File: src/rtl/core/md5sh_pkg.sv
`timescale 1ns / 1ps
`default_nettype none

package md5sh_pkg;

  // Operation codes carried on the op field of an input beat.
  localparam logic OP_ABSORB = 1'b0;
  localparam logic OP_FINISH = 1'b1;

  // Initial chaining words.
  localparam logic [31:0] IV_A = 32'h67452301;
  localparam logic [31:0] IV_B = 32'hEFCDAB89;
  localparam logic [31:0] IV_C = 32'h98BADCFE;
  localparam logic [31:0] IV_D = 32'h10325476;

  // Padding marker byte and the byte offset where the length field starts.
  localparam logic [7:0] PAD_BYTE = 8'h80;
  localparam logic [5:0] LEN_OFFSET = 6'd56;

  // How the block buffer is presented to the round unit.
  typedef enum logic [1:0] {
    KIND_DATA,  // plain message block
    KIND_PAD,   // last message bytes followed by padding
    KIND_LEN    // zeros followed by the bit length only
  } blk_kind_e;

  // Controls from the sequencer to the round unit.
  typedef struct packed {
    logic       load;
    logic       step;
    logic       fold;
    logic       reinit;
    logic [5:0] rnd;
  } round_ctl_t;

  // Message word index used by a given round.
  function automatic logic [3:0] md5_g(input logic [5:0] rnd);
    logic [3:0] r4;
    logic [3:0] g;
    begin
      r4 = rnd[3:0];
      case (rnd[5:4])
        2'd0:    g = r4;
        2'd1:    g = r4 + {r4[1:0], 2'b00} + 4'd1;
        2'd2:    g = r4 + {r4[2:0], 1'b0} + 4'd5;
        default: g = {r4[0], 3'b000} - r4;
      endcase
      return g;
    end
  endfunction

  // Left rotate amount of a given round.
  function automatic logic [4:0] md5_rot(input logic [5:0] rnd);
    logic [4:0] s;
    begin
      case ({rnd[5:4], rnd[1:0]})
        4'h0: s = 5'd7;
        4'h1: s = 5'd12;
        4'h2: s = 5'd17;
        4'h3: s = 5'd22;
        4'h4: s = 5'd5;
        4'h5: s = 5'd9;
        4'h6: s = 5'd14;
        4'h7: s = 5'd20;
        4'h8: s = 5'd4;
        4'h9: s = 5'd11;
        4'hA: s = 5'd16;
        4'hB: s = 5'd23;
        4'hC: s = 5'd6;
        4'hD: s = 5'd10;
        4'hE: s = 5'd15;
        default: s = 5'd21;
      endcase
      return s;
    end
  endfunction

  // Additive round constant.
  function automatic logic [31:0] md5_k(input logic [5:0] rnd);
    logic [31:0] k;
    begin
      case (rnd)
        6'd0:  k = 32'hd76aa478;
        6'd1:  k = 32'he8c7b756;
        6'd2:  k = 32'h242070db;
        6'd3:  k = 32'hc1bdceee;
        6'd4:  k = 32'hf57c0faf;
        6'd5:  k = 32'h4787c62a;
        6'd6:  k = 32'ha8304613;
        6'd7:  k = 32'hfd469501;
        6'd8:  k = 32'h698098d8;
        6'd9:  k = 32'h8b44f7af;
        6'd10: k = 32'hffff5bb1;
        6'd11: k = 32'h895cd7be;
        6'd12: k = 32'h6b901122;
        6'd13: k = 32'hfd987193;
        6'd14: k = 32'ha679438e;
        6'd15: k = 32'h49b40821;
        6'd16: k = 32'hf61e2562;
        6'd17: k = 32'hc040b340;
        6'd18: k = 32'h265e5a51;
        6'd19: k = 32'he9b6c7aa;
        6'd20: k = 32'hd62f105d;
        6'd21: k = 32'h02441453;
        6'd22: k = 32'hd8a1e681;
        6'd23: k = 32'he7d3fbc8;
        6'd24: k = 32'h21e1cde6;
        6'd25: k = 32'hc33707d6;
        6'd26: k = 32'hf4d50d87;
        6'd27: k = 32'h455a14ed;
        6'd28: k = 32'ha9e3e905;
        6'd29: k = 32'hfcefa3f8;
        6'd30: k = 32'h676f02d9;
        6'd31: k = 32'h8d2a4c8a;
        6'd32: k = 32'hfffa3942;
        6'd33: k = 32'h8771f681;
        6'd34: k = 32'h6d9d6122;
        6'd35: k = 32'hfde5380c;
        6'd36: k = 32'ha4beea44;
        6'd37: k = 32'h4bdecfa9;
        6'd38: k = 32'hf6bb4b60;
        6'd39: k = 32'hbebfbc70;
        6'd40: k = 32'h289b7ec6;
        6'd41: k = 32'heaa127fa;
        6'd42: k = 32'hd4ef3085;
        6'd43: k = 32'h04881d05;
        6'd44: k = 32'hd9d4d039;
        6'd45: k = 32'he6db99e5;
        6'd46: k = 32'h1fa27cf8;
        6'd47: k = 32'hc4ac5665;
        6'd48: k = 32'hf4292244;
        6'd49: k = 32'h432aff97;
        6'd50: k = 32'hab9423a7;
        6'd51: k = 32'hfc93a039;
        6'd52: k = 32'h655b59c3;
        6'd53: k = 32'h8f0ccc92;
        6'd54: k = 32'hffeff47d;
        6'd55: k = 32'h85845dd1;
        6'd56: k = 32'h6fa87e4f;
        6'd57: k = 32'hfe2ce6e0;
        6'd58: k = 32'ha3014314;
        6'd59: k = 32'h4e0811a1;
        6'd60: k = 32'hf7537e82;
        6'd61: k = 32'hbd3af235;
        6'd62: k = 32'h2ad7d2bb;
        default: k = 32'heb86d391;
      endcase
      return k;
    end
  endfunction

endpackage

`default_nettype wire

File: src/rtl/core/md5sh_buf.sv
`timescale 1ns / 1ps
`default_nettype none

module md5sh_buf import md5sh_pkg::*; (
  input  wire logic        clk_i,
  input  wire logic        wr_en_i,
  input  wire logic [5:0]  wr_addr_i,
  input  wire logic [7:0]  wr_byte_i,
  input  wire logic [3:0]  rd_idx_i,
  input  wire blk_kind_e   kind_i,
  input  wire logic [5:0]  fill_i,
  input  wire logic [63:0] bit_len_i,
  output logic      [31:0] word_o
);

  logic [31:0] words_q [16];

  always_ff @(posedge clk_i) begin
    if (wr_en_i) begin
      words_q[wr_addr_i[5:2]][{wr_addr_i[1:0], 3'b000} +: 8] <= wr_byte_i;
    end
  end

  // Padding is never stored; it is substituted byte by byte on the read side.
  always_comb begin
    logic [31:0] raw;
    logic [5:0]  bidx;
    logic [7:0]  len_byte;
    raw = words_q[rd_idx_i];
    word_o = '0;
    for (int j = 0; j < 4; j++) begin
      bidx = {rd_idx_i, 2'(j)};
      len_byte = bit_len_i[{bidx[2:0], 3'b000} +: 8];
      case (kind_i)
        KIND_DATA: word_o[8*j +: 8] = raw[8*j +: 8];
        KIND_PAD: begin
          if (bidx < fill_i) begin
            word_o[8*j +: 8] = raw[8*j +: 8];
          end else if (bidx == fill_i) begin
            word_o[8*j +: 8] = PAD_BYTE;
          end else if (bidx >= LEN_OFFSET && fill_i < LEN_OFFSET) begin
            word_o[8*j +: 8] = len_byte;
          end else begin
            word_o[8*j +: 8] = 8'h00;
          end
        end
        KIND_LEN: word_o[8*j +: 8] = (bidx >= LEN_OFFSET) ? len_byte : 8'h00;
        default:  word_o[8*j +: 8] = 8'h00;
      endcase
    end
  end

endmodule

`default_nettype wire

File: src/rtl/core/md5sh_round.sv
`timescale 1ns / 1ps
`default_nettype none

module md5sh_round import md5sh_pkg::*; (
  input  wire logic         clk_i,
  input  wire logic         rst_ni,
  input  wire round_ctl_t   ctl_i,
  input  wire logic [31:0]  msg_word_i,
  output logic      [127:0] chain_o
);

  logic [31:0] ch_a_q, ch_b_q, ch_c_q, ch_d_q;
  logic [31:0] a_q, b_q, c_q, d_q;
  logic [31:0] f_val;
  logic [31:0] t_val;
  logic [63:0] rot_dbl;
  logic [31:0] b_new;

  always_comb begin
    unique case (ctl_i.rnd[5:4])
      2'd0:    f_val = (b_q & c_q) | (~b_q & d_q);
      2'd1:    f_val = (b_q & d_q) | (c_q & ~d_q);
      2'd2:    f_val = b_q ^ c_q ^ d_q;
      default: f_val = c_q ^ (b_q | ~d_q);
    endcase
  end

  assign t_val   = f_val + a_q + md5_k(ctl_i.rnd) + msg_word_i;
  assign rot_dbl = {t_val, t_val} << md5_rot(ctl_i.rnd);
  assign b_new   = b_q + rot_dbl[63:32];

  always_ff @(posedge clk_i) begin
    if (ctl_i.load) begin
      a_q <= ch_a_q;
      b_q <= ch_b_q;
      c_q <= ch_c_q;
      d_q <= ch_d_q;
    end else if (ctl_i.step) begin
      a_q <= d_q;
      b_q <= b_new;
      c_q <= b_q;
      d_q <= c_q;
    end
  end

  always_ff @(posedge clk_i or negedge rst_ni) begin
    if (!rst_ni) begin
      ch_a_q <= IV_A;
      ch_b_q <= IV_B;
      ch_c_q <= IV_C;
      ch_d_q <= IV_D;
    end else if (ctl_i.reinit) begin
      ch_a_q <= IV_A;
      ch_b_q <= IV_B;
      ch_c_q <= IV_C;
      ch_d_q <= IV_D;
    end else if (ctl_i.fold) begin
      ch_a_q <= ch_a_q + a_q;
      ch_b_q <= ch_b_q + b_q;
      ch_c_q <= ch_c_q + c_q;
      ch_d_q <= ch_d_q + d_q;
    end
  end

  assign chain_o = {ch_d_q, ch_c_q, ch_b_q, ch_a_q};

endmodule

`default_nettype wire

File: src/rtl/core/md5_stream_hash_unit.sv
`timescale 1ns / 1ps
`default_nettype none
// Channel  Direction  Handshake            Payload
// input    in         in_valid_i/in_stall_o  op_i, data_byte_i
// output   out        out_valid_o/out_stall_i digest_low_o, digest_high_o
//
// An absorb beat is taken at once, except the beat that fills the 64-byte block:
// input then stalls through the 64 rounds on the shared round unit and the chaining
// fold. A finish beat stalls input through the 64 rounds, the fold and the load of
// the digest register, with a reload, a second 64 rounds and a fold before that load
// when the padding spills into a second block.
// Reset loads the initial chaining words and clears the byte count and the
// sequencer; the block buffer holds no reset value.
// Absorb beats are stalled while a digest waits for the output stall to drop.

module md5_stream_hash_unit import md5sh_pkg::*; (
  input  wire logic        clk_i,
  input  wire logic        rst_ni,
  input  wire logic        in_valid_i,
  output logic             in_stall_o,
  input  wire logic        op_i,
  input  wire logic [7:0]  data_byte_i,
  output logic             out_valid_o,
  input  wire logic        out_stall_i,
  output logic      [63:0] digest_low_o,
  output logic      [63:0] digest_high_o
);

  // Sequencer states.
  localparam logic [2:0] S_IDLE  = 3'd0;
  localparam logic [2:0] S_ROUND = 3'd1;
  localparam logic [2:0] S_FOLD  = 3'd2;
  localparam logic [2:0] S_NEXT  = 3'd3;
  localparam logic [2:0] S_DONE  = 3'd4;

  logic [2:0]   state_q, state_d;
  logic [5:0]   rnd_q, rnd_d;
  blk_kind_e    kind_q, kind_d;
  logic         fin_q, fin_d;
  logic [63:0]  count_q, count_d;
  logic         out_valid_q, out_valid_d;
  logic [127:0] digest_q;

  round_ctl_t   ctl;
  logic         in_accept;
  logic         wr_en;
  logic         out_load;
  logic [5:0]   fill;
  logic         spill;
  logic [31:0]  msg_word;
  logic [127:0] chain;

  assign in_accept = in_valid_i && !in_stall_o;
  assign in_stall_o = (state_q != S_IDLE);

  // Byte position inside the current block; the bit length is the count times eight.
  assign fill  = count_q[5:0];
  assign spill = (fill >= LEN_OFFSET);

  always_comb begin
    state_d    = state_q;
    rnd_d      = rnd_q;
    kind_d     = kind_q;
    fin_d      = fin_q;
    count_d    = count_q;
    ctl        = '0;
    ctl.rnd    = rnd_q;
    wr_en      = 1'b0;
    out_load   = 1'b0;
    unique case (state_q)
      S_IDLE: begin
        if (in_accept) begin
          ctl.load = 1'b1;
          rnd_d    = '0;
          if (op_i == OP_ABSORB) begin
            wr_en   = 1'b1;
            count_d = count_q + 64'd1;
            if (fill == 6'd63) begin
              kind_d  = KIND_DATA;
              fin_d   = 1'b0;
              state_d = S_ROUND;
            end
          end else begin
            kind_d  = KIND_PAD;
            fin_d   = 1'b1;
            state_d = S_ROUND;
          end
        end
      end
      S_ROUND: begin
        ctl.step = 1'b1;
        rnd_d    = rnd_q + 6'd1;
        if (rnd_q == 6'd63) begin
          state_d = S_FOLD;
        end
      end
      S_FOLD: begin
        ctl.fold = 1'b1;
        if (!fin_q) begin
          state_d = S_IDLE;
        end else if (kind_q == KIND_PAD && spill) begin
          // The length did not fit: one more block of zeros and the length.
          kind_d  = KIND_LEN;
          state_d = S_NEXT;
        end else begin
          state_d = S_DONE;
        end
      end
      S_NEXT: begin
        ctl.load = 1'b1;
        rnd_d    = '0;
        state_d  = S_ROUND;
      end
      S_DONE: begin
        // Wait until the output register is free, then restart the message.
        if (!out_valid_q || !out_stall_i) begin
          out_load   = 1'b1;
          ctl.reinit = 1'b1;
          count_d    = '0;
          fin_d      = 1'b0;
          state_d    = S_IDLE;
        end
      end
      default: state_d = S_IDLE;
    endcase
  end

  assign out_valid_d = out_load || (out_valid_q && out_stall_i);

  always_ff @(posedge clk_i or negedge rst_ni) begin
    if (!rst_ni) begin
      state_q     <= S_IDLE;
      rnd_q       <= '0;
      kind_q      <= KIND_DATA;
      fin_q       <= 1'b0;
      count_q     <= '0;
      out_valid_q <= 1'b0;
    end else begin
      state_q     <= state_d;
      rnd_q       <= rnd_d;
      kind_q      <= kind_d;
      fin_q       <= fin_d;
      count_q     <= count_d;
      out_valid_q <= out_valid_d;
    end
  end

  always_ff @(posedge clk_i) begin
    if (out_load) begin
      digest_q <= chain;
    end
  end

  md5sh_buf u_buf (
    .clk_i     (clk_i),
    .wr_en_i   (wr_en),
    .wr_addr_i (fill),
    .wr_byte_i (data_byte_i),
    .rd_idx_i  (md5_g(rnd_q)),
    .kind_i    (kind_q),
    .fill_i    (fill),
    .bit_len_i ({count_q[60:0], 3'b000}),
    .word_o    (msg_word)
  );

  md5sh_round u_round (
    .clk_i      (clk_i),
    .rst_ni     (rst_ni),
    .ctl_i      (ctl),
    .msg_word_i (msg_word),
    .chain_o    (chain)
  );

  assign out_valid_o   = out_valid_q;
  assign digest_low_o  = digest_q[63:0];
  assign digest_high_o = digest_q[127:64];

`ifndef SYNTHESIS
  // The last round always hands over to the chaining fold.
  a_round_to_fold: assert property (@(posedge clk_i) disable iff (!rst_ni)
    (state_q == S_ROUND && rnd_q == 6'd63) |=> (state_q == S_FOLD))
    else $error("last round did not lead to the fold");

  // A plain data block returns straight to accepting bytes.
  a_data_fold_idle: assert property (@(posedge clk_i) disable iff (!rst_ni)
    (state_q == S_FOLD && !fin_q) |=> (state_q == S_IDLE))
    else $error("data block fold did not return to idle");

  // A length-only block exists only for a finish whose padding spilled.
  a_len_block_spill: assert property (@(posedge clk_i) disable iff (!rst_ni)
    (kind_q == KIND_LEN && state_q != S_IDLE) |-> (fin_q && spill))
    else $error("length-only block without a spilled finish");

  // Emitting a digest presents it and starts a fresh message.
  a_done_emits: assert property (@(posedge clk_i) disable iff (!rst_ni)
    (state_q == S_DONE && (!out_valid_q || !out_stall_i))
      |=> (out_valid_q && count_q == 64'd0 && state_q == S_IDLE))
    else $error("digest hand-off did not restart the message");
`endif

endmodule

`default_nettype wire
File: config.mk
export PLATFORM = sky130hd
export DESIGN_NAME = md5_stream_hash_unit
export DESIGN_NICKNAME = d
export VERILOG_FILES = /design/src/rtl/core/md5sh_pkg.sv /design/src/rtl/core/md5sh_buf.sv /design/src/rtl/core/md5sh_round.sv /design/src/rtl/core/md5_stream_hash_unit.sv
export SDC_FILE = /design/constraint.sdc
export NUM_CORES = 2
export LEC_CHECK = 0
export BUFFER_PORTS_ARGS = -buffer_cell sky130_fd_sc_hd__buf_4
export CAP_MARGIN = 25
export CORE_AREA = 2 2 380 382
export DETAILED_ROUTE_END_ITERATION = 10
export DIE_AREA = 0 0 382 384
export GPL_ROUTABILITY_DRIVEN = 0
export HOLD_SLACK_MARGIN = 0.03
export MAX_ROUTING_LAYER = met4
export SLEW_MARGIN = 10
export SYNTH_ARGS = -nofsm -noshare
export SYNTH_HDL_FRONTEND = slang
export SYNTH_HIERARCHICAL = 1
export SYNTH_SLANG_ARGS = --single-unit
File: constraint.sdc
create_clock -name clk_i -period 18.4 [get_ports clk_i]
set_input_delay 5.52 -clock clk_i [delete_from_list [all_inputs] [get_ports clk_i]]
set_output_delay 5.52 -clock clk_i [all_outputs]
set_load 0.01 [all_outputs]
==> results.sh <==
export IMPL_clkTransAtPathRegs_ns=0.07
export IMPL_synth_area_leaders="edfxtp_1 (41%), dfrtp_1 (6.1%), mux4_2 (5.3%)"
export IMPL_clock_path_buffers=3
export IMPL_netlist_area_sq_mm=0.0568
export IMPL_timing_setup_tns_ns=0
export IMPL_drt_wl_total_microns=171000
export IMPL_cts_root_buf="clkbuf_16"
export IMPL_track_usage_pct=23.5
export IMPL_cp_end_kind="flip-flop"
export IMPL_slew_viol_final=0
export IMPL_synth_cell_types=101
export IMPL_syn_area_per_cell_sq_um=11.3
export IMPL_ys_async_sr_fraction_pct=20.8
export IMPL_h_tree_depth=3
export IMPL_synth_seq_cells=970
export IMPL_dp_hpwl_microns=121000
export IMPL_cp_slowest_cell="buf_4"
export IMPL_synthXorXnorAreaFrac_pct=3.28
export IMPL_synthCells=5013
export IMPL_grt_max_degree=154
export IMPL_synthAdderAreaFrac_pct=7.57
export IMPL_rows=139
export IMPL_status="completed"
export IMPL_hold_path_depth=2
export IMPL_reg2reg_from="rnd_q[0]"
export IMPL_ff2ff_path_depth=42
export IMPL_cp_required_ns=18.84
export IMPL_grt_first_pass_wirelength_microns=254000
export IMPL_dr_pass1_iters=10
export IMPL_hold_viol=0
export IMPL_critPathKind="reg -> reg"
export IMPL_grt_overflow_total=0
export IMPL_cts_hold_fix_buffers=0
export IMPL_min_delay_path_class="reg -> reg"
export IMPL_cap_violations=0
export IMPL_die_area_sq_mm=0.147
export IMPL_first_global_vias=39545
export IMPL_yosys_area_share_simple_pct=11.5
export IMPL_synth_edf_count=768
export IMPL_yosys_warnings=6
export IMPL_die_h_microns=384
export IMPL_drive_gt1_share_pct=14.6
export IMPL_core_sq_mm=0.143
export IMPL_cts_tree="yes"
export IMPL_clock_skew_ns=0.0605
export IMPL_min_period_ns=12.42
export IMPL_ys_flop_type="edfxtp_1"
export IMPL_io_pin_count=143
export IMPL_fmax_mhz=80.5
export IMPL_synthMuxAreaShare_pct=10.2
export IMPL_yosys_area_top_type="edfxtp_1"
export IMPL_clk_latency_ns=0.76
export IMPL_worst_slew_pin_slew_ns=1.08
export IMPL_seq_area_frac_synth_pct=49.7
export IMPL_startpoint="rnd_q[0]"
export IMPL_worst_endpoint_arrival_ns=12.86
export IMPL_synth_top_family_by_area="compound AO/OA/AOI/OAI gates"
export IMPL_synth_compound_area_share_pct=14.3
export IMPL_synth_top_cell_area_share_pct=40.6
export IMPL_die_w_microns=382
export IMPL_rsz0062_at_grt="no"
export IMPL_critPathMaxStageDelay_ns=0.81
export IMPL_numCtsBuffers=103
export IMPL_post_cts_setup_buffer_count=0
export IMPL_io_buffers=142
export IMPL_slew_limit_headroom_pct=27.7
export IMPL_drcViolationCount=0
export IMPL_nFillCells=13171
export IMPL_detail_route_antenna_nets=0
export IMPL_wl_per_cell_microns=24.2
export IMPL_start_util_pct=39.8
export IMPL_antenna_found_initial=2
export IMPL_final_net_count=5385
export IMPL_fin_crit_sh_pct=67.5
export IMPL_vias_per_cell=5.91
export IMPL_drtIter0Drc=4505
export IMPL_cts_resized_gates=0
export IMPL_area_delta_synth_final_pct=11.7
export IMPL_setup_viol=0
export IMPL_routed_via_count=41838
export IMPL_cts_sinks=970
export IMPL_holdCritStartpoint="fin_q"
export IMPL_start_kind="flip-flop"
export IMPL_cp_max_fo=57
## metrics by stage
step	setup slack [ns]	hold WS (ns)	area [sq um]	std cells	util, %
2_1_floorplan	7.45	0.464	56800	5015	-
3_3_place_gp	5.69	0.483	59700	6866	41.8
3_5_place_dp	5.57	0.488	59700	6868	41.8
4_1_cts	5.46	0.503	63300	7063	44.3
5_1_grt	5.19	0.537	63400	7073	44.4
6_report	5.98	0.504	63400	7074	44.4
## Yosys cell counts (all sizes together), types with 68 or more instances
cell type and number:
a21o 95, a21oi 390, buf 89, clkbuf 165, dfrtp 138, edfxtp 768
fa 68, ha 225, inv 230, mux2 110, mux2i 151, mux4 134
nand2 331, nand3 121, nor2 403, nor3 90, o21ai 295, xnor2 113
xor2 100
## cells in the final DEF (no fill, tap or decap), types with 100 or more instances in the layout
cell type,Yosys,final
mux2_2,108,108
o21ai_0,283,281
ha_1,225,225
xnor2_1,113,110
clkbuf_16,0,104
dfrtp_1,138,134
xor2_1,100,100
mux2i_1,151,150
mux4_2,134,134
buf_4,7,203
inv_1,229,228
a21oi_1,388,387
nand2_1,331,331
nor2_1,403,396
edfxtp_1,768,768
nand3_1,121,121
## cell families after synthesis
family,after synthesis
AO/OA/AOI/OAI,1287
XOR/XNOR,213
adder cells (fa/ha/maj),305
buffers and inverters,485
flip-flops,970
multiplexers,395
other,1
AND/OR/NAND/NOR,1357
## area by class of cell
class                           count  area (sq um)  area share (%)
Sequential cell                   970         28200            44.5
Multi-Input combinational cell   3560         26700            42.1
Clock buffer                      124          2700            4.25
Tap cell                         1903          2380            3.75
Timing Repair Buffer              213          1690            2.66
Clock inverter                     71           871            1.37
Inverter                          231           868            1.37
Antenna cell                        2          5.00         0.00789
## registers in the layout (all words and copies together) (netlist names)
name / cells
count_q: 61
digest_q: 128
fin_q: 1
u_round/c_q: 32
u_round/b_q: 32
u_round/ch_b_q: 32
u_round/a_q: 32
u_round/ch_d_q: 32
u_round/d_q: 32
u_buf/words_q: 512
out_valid_o: 1
u_round/ch_a_q: 32
rnd_q: 6
state_q: 3
u_round/ch_c_q: 32
kind_q: 2
## worst max-delay path: cells and delay by family (launching register included)
family	cells	cell delay (ns)
compound gates	20	4.80
buf+inv	6	2.09
fa+ha+maj	5	1.90
simple gates	6	1.29
mux	3	0.86
flops	1	0.55
xor+xnor	2	0.45
## final timing paths
check                                     end  slack (ns)
min                                     fin_q        0.50
min in group asynchronous  u_round/ch_d_q[18]        4.68
max in group asynchronous   u_round/ch_d_q[3]       11.81
min reg2reg                             fin_q        0.50
max reg2reg                   u_round/b_q[31]        5.98
max                           u_round/b_q[31]        5.98
## metal layers
layer	wire, microns	GRT usage [%]
met4	9390	11.1
met1	69900	29.8
met3	12600	3.77
met2	79200	37.0
met5	0	-
Power is not shown: default switching activity piles up to over one toggle a cycle in this logic, so the estimate is an artifact.
